### src/rtl/assert_macros.svh
// ----------------------------------------------------------------------------
// assert_macros.svh
// Assertion shorthands clocked on clock and held off while reset is high.
// ----------------------------------------------------------------------------
`ifndef ASSERT_MACROS_SVH
`define ASSERT_MACROS_SVH

// condition must hold at every edge
`define SM_ASSERT_ALWAYS(lbl, expr) \
   lbl: assert property (@(posedge clock) disable iff (reset) (expr)) \
      else $error("invariant violated");

// consequent in the same cycle
`define SM_ASSERT_IMPL(lbl, ante, cons) \
   lbl: assert property (@(posedge clock) disable iff (reset) (ante) |-> (cons)) \
      else $error("same-cycle implication violated");

// consequent in the following cycle
`define SM_ASSERT_NEXT(lbl, ante, cons) \
   lbl: assert property (@(posedge clock) disable iff (reset) (ante) |=> (cons)) \
      else $error("next-cycle implication violated");

`endif

### src/rtl/stmax_pkg.sv
// ----------------------------------------------------------------------------
// stmax_pkg
// Shared field layout, codes and control structs of the range-max tree.
// ----------------------------------------------------------------------------
`default_nettype none

package stmax_pkg;

   localparam int POS_W       = 10;
   localparam int VAL_W       = 31;
   localparam int REQ_TDATA_W = 64;
   localparam int RSP_TDATA_W = 32;

   // request tdata layout, lowest bit first
   localparam int POS_LSB = 0;
   localparam int VAL_LSB = POS_LSB + POS_W;
   localparam int LO_LSB  = VAL_LSB + VAL_W;
   localparam int HI_LSB  = LO_LSB + POS_W;

   localparam logic FUNC_WRITE = 1'b0;
   localparam logic FUNC_QUERY = 1'b1;

   typedef struct packed {
      logic clr_en;    // write zero at the clear counter
      logic load;      // capture a new item
      logic leaf_wr;   // store the leaf value
      logic up_step;   // refresh one ancestor
      logic q_left;    // query: left edge step
      logic q_right;   // query: right edge step and climb
      logic out_load;  // move the result to the output register
   } cmd_type;

   typedef struct packed {
      logic clr_last;  // last entry of the clearing pass
      logic is_query;  // item on the input is a query
      logic pos_ok;    // write position inside the slots
      logic empty;     // range_low above range_high
      logic oor;       // range lies wholly beyond the slots
      logic lt;        // query walk not finished
      logic top;       // ancestor being refreshed is the root
      logic out_free;  // output register can take a result
   } sts_type;

endpackage

`default_nettype wire

### src/rtl/stmax_ctrl.sv
// ----------------------------------------------------------------------------
// stmax_ctrl
// Sequencer for clearing, leaf writes with ancestor refresh, and queries.
// ----------------------------------------------------------------------------
`default_nettype none

module stmax_ctrl (
   input  wire  logic                clock,
   input  wire  logic                reset,
   input  wire  logic                req_tvalid,
   output       logic                req_tready,
   output       stmax_pkg::cmd_type  cmd,
   input  wire  stmax_pkg::sts_type  sts
);

   typedef enum logic [6:0] {
      ST_CLEAR   = 7'b0000001,
      ST_IDLE    = 7'b0000010,
      ST_W_LEAF  = 7'b0000100,
      ST_W_UP    = 7'b0001000,
      ST_Q_LEFT  = 7'b0010000,
      ST_Q_RIGHT = 7'b0100000,
      ST_DONE    = 7'b1000000
   } state_type;

   state_type state_ff, state_in;

   always_comb begin
      state_in   = state_ff;
      cmd        = '0;
      req_tready = 1'b0;
      unique case (state_ff)
         ST_CLEAR: begin
            cmd.clr_en = 1'b1;
            if (sts.clr_last) begin
               state_in = ST_IDLE;
            end
         end
         ST_IDLE: begin
            req_tready = 1'b1;
            if (req_tvalid) begin
               cmd.load = 1'b1;
               if (!sts.is_query) begin
                  // drop writes beyond the last slot
                  state_in = sts.pos_ok ? ST_W_LEAF : ST_IDLE;
               end else if (sts.empty || sts.oor) begin
                  state_in = ST_DONE;
               end else begin
                  state_in = ST_Q_LEFT;
               end
            end
         end
         ST_W_LEAF: begin
            cmd.leaf_wr = 1'b1;
            state_in    = ST_W_UP;
         end
         ST_W_UP: begin
            cmd.up_step = 1'b1;
            if (sts.top) begin
               state_in = ST_IDLE;
            end
         end
         ST_Q_LEFT: begin
            if (sts.lt) begin
               cmd.q_left = 1'b1;
               state_in   = ST_Q_RIGHT;
            end else begin
               state_in = ST_DONE;
            end
         end
         ST_Q_RIGHT: begin
            cmd.q_right = 1'b1;
            state_in    = ST_Q_LEFT;
         end
         ST_DONE: begin
            if (sts.out_free) begin
               cmd.out_load = 1'b1;
               state_in     = ST_IDLE;
            end
         end
         default: begin
            state_in = ST_IDLE;
         end
      endcase
   end

   always_ff @(posedge clock) begin
      if (reset) begin
         state_ff <= ST_CLEAR;
      end else begin
         state_ff <= state_in;
      end
   end

endmodule

`default_nettype wire

### config.mk
export PLATFORM = sky130hd
export DESIGN_NAME = stmax_ctrl
export DESIGN_NICKNAME = d
export VERILOG_FILES = /design/src/rtl/assert_macros.svh /design/src/rtl/stmax_pkg.sv /design/src/rtl/stmax_ctrl.sv
export SDC_FILE = /design/constraint.sdc
export NUM_CORES = 1
export LEC_CHECK = 0
export ABC_CLOCK_PERIOD_IN_PS = 2700
export BUFFER_PORTS_ARGS = -buffer_cell sky130_fd_sc_hd__clkbuf_2
export CORE_AREA = 2 2 39 41
export CTS_CLUSTER_DIAMETER = 100
export CTS_CLUSTER_SIZE = 25
export DETAILED_ROUTE_END_ITERATION = 8
export DIE_AREA = 0 0 41 43
export GPL_ROUTABILITY_DRIVEN = 0
export GPL_TIMING_DRIVEN = 0
export HOLD_SLACK_MARGIN = 0.05
export PLACE_DENSITY_LB_ADDON = 0.3
export SLEW_MARGIN = 10
export SYNTH_ARGS = -nofsm -noshare
export SYNTH_HDL_FRONTEND = slang
export SYNTH_SLANG_ARGS = --single-unit
export TNS_END_PERCENT = 50
### constraint.sdc
create_clock -name clock -period 2.7 [get_ports clock]
set_input_delay 0.405 -clock clock [delete_from_list [all_inputs] [get_ports clock]]
set_output_delay 0.405 -clock clock [all_outputs]
set_load 0.03 [all_outputs]
After elaboration in Yosys (flattened, before gate mapping)
Index checks and enable logic that the tools add are counted.

Register bits: 7. Bits of input ports: 11. Output and inout bits: 8. Word-level logic and storage cells: 34.

Equality and inequality tests: 11. Mux-type cells: 20. Reduce and logical (&&, ||, !) cells: 2.

Operators with widths (number): $mux 7 (7); $pmux 7 s7 (1); $mux 1 (11); $ne 2x2->1 const B (4); $eq 7x1->1 const B (1); $eq 7x2->1 const B (1); $eq 7x3->1 const B (1); $eq 7x4->1 const B (1); $eq 7x5->1 const B (1); $eq 7x6->1 const B (1); $eq 7x7->1 const B (1); $reduce_and 4->1 (1); $mux 3 (1); $logic_or 1x1->1 (1).

Logic depth before layout (Yosys ltp)
Word-level depth: 5. Depth in mapped cells: 5. Gate-level depth less buffers: 5.

Least setup slack after synthesis
Ideal clock, no wire load.

Kind: register to output. From: reg state_ff[2]. To: out cmd[0] (netlist name). Arrival time: 1.625 ns. Data required time: 2.295 ns. Slack: 0.670 ns. Cell stages (with the launch flop): 4. Buffers on the path: 0. Cells stage by stage: dfxtp_1 nor3_4 nand2_1 nor4_1.

RTL lines: start, declared (RTL line stmax_ctrl.sv:26) `state_type state_ff, state_in;`; start signal, assigned (RTL line stmax_ctrl.sv:91) `state_ff <= state_in;`; end, declared (RTL line stmax_ctrl.sv:12) `output stmax_pkg::cmd_type cmd,`.

==> results.sh <==
export IMPL_status="complete, no violations"
export IMPL_rsz0062_at_grt="false"
export IMPL_syn_area_per_cell_um2=8.45
export IMPL_crit_start="state_ff[1]"
export IMPL_clockRootBuffer="clkbuf_4"
export IMPL_dr_pass1_iters=4
export IMPL_dp_hpwl_um=878
export IMPL_critPathCaptureType="primary output"
export IMPL_cp_depth=5
export IMPL_top_register="state_ff"
export IMPL_path_cells="buf_6, nor2_1, or4b_4, nor3b_2, clkbuf_2"
export IMPL_slew_headroom_pct=77.0
export IMPL_reg2reg_from="state_ff[3]"
export IMPL_ys_ff_latch=7
export IMPL_vias=535
export IMPL_final_util_pct=47.1
export IMPL_rows=14
export IMPL_die_area_um2=1760
export IMPL_seq_area_um2=140
export IMPL_gr_usage_all_layers_pct=14.8
export IMPL_critPathTopFamily="simple AND/OR/NAND/NOR gates"
export IMPL_startpoint_type="register"
export IMPL_maxSlewViolCount=0
export IMPL_crit_arrival_ns=1.75
export IMPL_reg_top3="state_ff (7)"
export IMPL_hold_violations=0
export IMPL_multiInputGateArea_um2=342
export IMPL_reg2reg_to="state_ff[2]"
export IMPL_clock_latency_ns=0.25
export IMPL_design_core_area_um2=1380
export IMPL_fill_cells=140
export IMPL_htreeDepth=1
export IMPL_cp_slowest_cell="or4b_4"
export IMPL_syn_inst=61
export IMPL_cts_buffers=3
export IMPL_layout_commonest_cell="clkbuf_2"
export IMPL_fin_tns_setup_ns=0
export IMPL_syn_num_nets=72
export IMPL_fmax_mhz=464
export IMPL_cts_resized_gates=0
export IMPL_ant_nets=0
export IMPL_setup_viol=0
export IMPL_areaGrowthSynthToFinish_pct=26.5
export IMPL_grt_pass1_vias=436
export IMPL_viasPerCell=5.40
export IMPL_largest_reg_flops=7
export IMPL_hold_buffers=0
export IMPL_drive_gt1_share_pct=38.6
export IMPL_fin_worst_skew_ns=0.00672
export IMPL_ff2ff_path_depth=4
export IMPL_r2r_slack_ns=1.29
export IMPL_pin_count=19
export IMPL_cap_violations=0
export IMPL_mostFrequentLayoutCells="clkbuf_2 (18), nor2_1 (7), dfxtp_1 (7), inv_1 (6)"
export IMPL_start_util_pct=37.3
export IMPL_powerDensity_nw_per_um2=452
export IMPL_seq_area_frac_synth_pct=27.2
export IMPL_fin_nets=95
export IMPL_final_cells=99
export IMPL_antenna_found_initial=0
export IMPL_n_antenna_cell=0
export IMPL_die_y_um=43
export IMPL_finalCritPeriodShare_pct=79.8
export IMPL_placedCellCount=95
export IMPL_grt_pass1_wl_um=1720
export IMPL_path_buf_inv=2
export IMPL_portBuffers=18
export IMPL_post_cts_buffers=0
export IMPL_grt_max_degree=10
export IMPL_wl_um=1080
export IMPL_async_flop_share_pct=0
export IMPL_cts_num_sinks=7
export IMPL_tightest_slew_ns=0.344
export IMPL_worst_setup_path_type="register to primary output"
export IMPL_synth_top_flop_cell="dfxtp_1"
export IMPL_cpPeakStageDelay_ns=0.51
export IMPL_p_leak_nw=0.285
export IMPL_crit_fanout=9
export IMPL_clkTransAtPathRegs_ns=0.06
export IMPL_hp_class="input port to register"
export IMPL_syn_area_um2=515
export IMPL_synth_yosys_warnings=0
export IMPL_cts_tree="yes"
export IMPL_clock_path_buffers=2
export IMPL_vdd_drop_max_v=0.000191
export IMPL_drt_iter0_markers=12
export IMPL_gr_total_overflow=0
export IMPL_required_ns=2.30
export IMPL_fin_crit_ns=2.15
export IMPL_die_w_um=41
export IMPL_ys_types=31
export IMPL_synth_edf_count=0
export IMPL_crit_path_end="cmd[3]"
export IMPL_wl_per_cell_um=10.9
export IMPL_drc=0
==> layout make-up <==
type / instances / share of cell area [%]
multi-input cells: 47 / 52.4
flip-flops and latches: 7 / 21.5
repair buffers: 18 / 13.8
clock buffers: 4 / 4.03
inverters: 6 / 3.45
well taps: 16 / 3.07
plain buffers: 1 / 1.73
==> where the power goes <==
part	switching, mW	total [mW]	internal [mW]
Combinational	0.0463	0.0814	0.0351
Sequential	0.00770	0.116	0.109
Clock	0.0404	0.0969	0.0565
==> worst min-delay path by stage <==
stage / slack (ns) / startpoint / end / cells past startpoint
6_report: 0.36 / sts[6] / state_ff[2] / 2
5_1_grt: 0.37 / sts[6] / state_ff[2] / 2
4_1_cts: 0.36 / sts[6] / state_ff[2] / 2
3_5_place_dp: 0.60 / state_ff[1] / state_ff[2] / 3
3_3_place_gp: 0.61 / state_ff[1] / state_ff[2] / 3
2_1_floorplan: 0.48 / sts[6] / state_ff[2] / 1
==> metrics by stage <==
step	setup slack, ns	area (um^2)	power (mW)	hold WS, ns
CTS	0.540	652	0.298	0.362
global route	0.431	652	0.315	0.369
finish	0.546	652	0.295	0.361
global placement	0.831	626	0.199	0.606
floorplan	0.670	515	0.176	0.476
detailed placement	0.818	626	0.200	0.604
==> worst reg2reg max path, stage by stage, from the launching register on <==
cell and delay, ns:
dfxtp_1 0.47, nor3b_1 0.09, o211ai_1 0.32, nand3_1 0.21, nor4b_2 0.23
==> kinds of logic (layout without fill, tap and decap cells) <==
family	after synthesis	after routing	share of synthesized area, %
AND/OR/NAND/NOR	31	31	44.7
AO/OA/AOI/OAI	16	16	21.6
flip-flops	7	7	27.2
buffers and inverters	7	29	6.55
==> synth_stat cells (2+ instances only) <==
cell / instances / area (um^2)
nor2b_1: 2 / 12.5
nor2_1: 7 / 26.3
nand2_1: 2 / 7.51
dfxtp_1: 7 / 140
inv_1: 6 / 22.5
o211ai_1: 3 / 22.5
nor3_4: 2 / 32.5
a31oi_1: 2 / 12.5
nor3b_2: 2 / 25.0
nand3_1: 2 / 10.0
nor3b_1: 3 / 22.5
o21ai_0: 3 / 15.0
a21oi_1: 2 / 10.0
==> routing by layer <==
layer	routed length (um)	global-route usage, %	vias up
li1	-	-	272
met1	475	18.1	234
met2	490	21.9	25
met3	88	3.14	4
met4	25	10.0	0
met5	0	0	-
(Power assumes the default switching activity.)
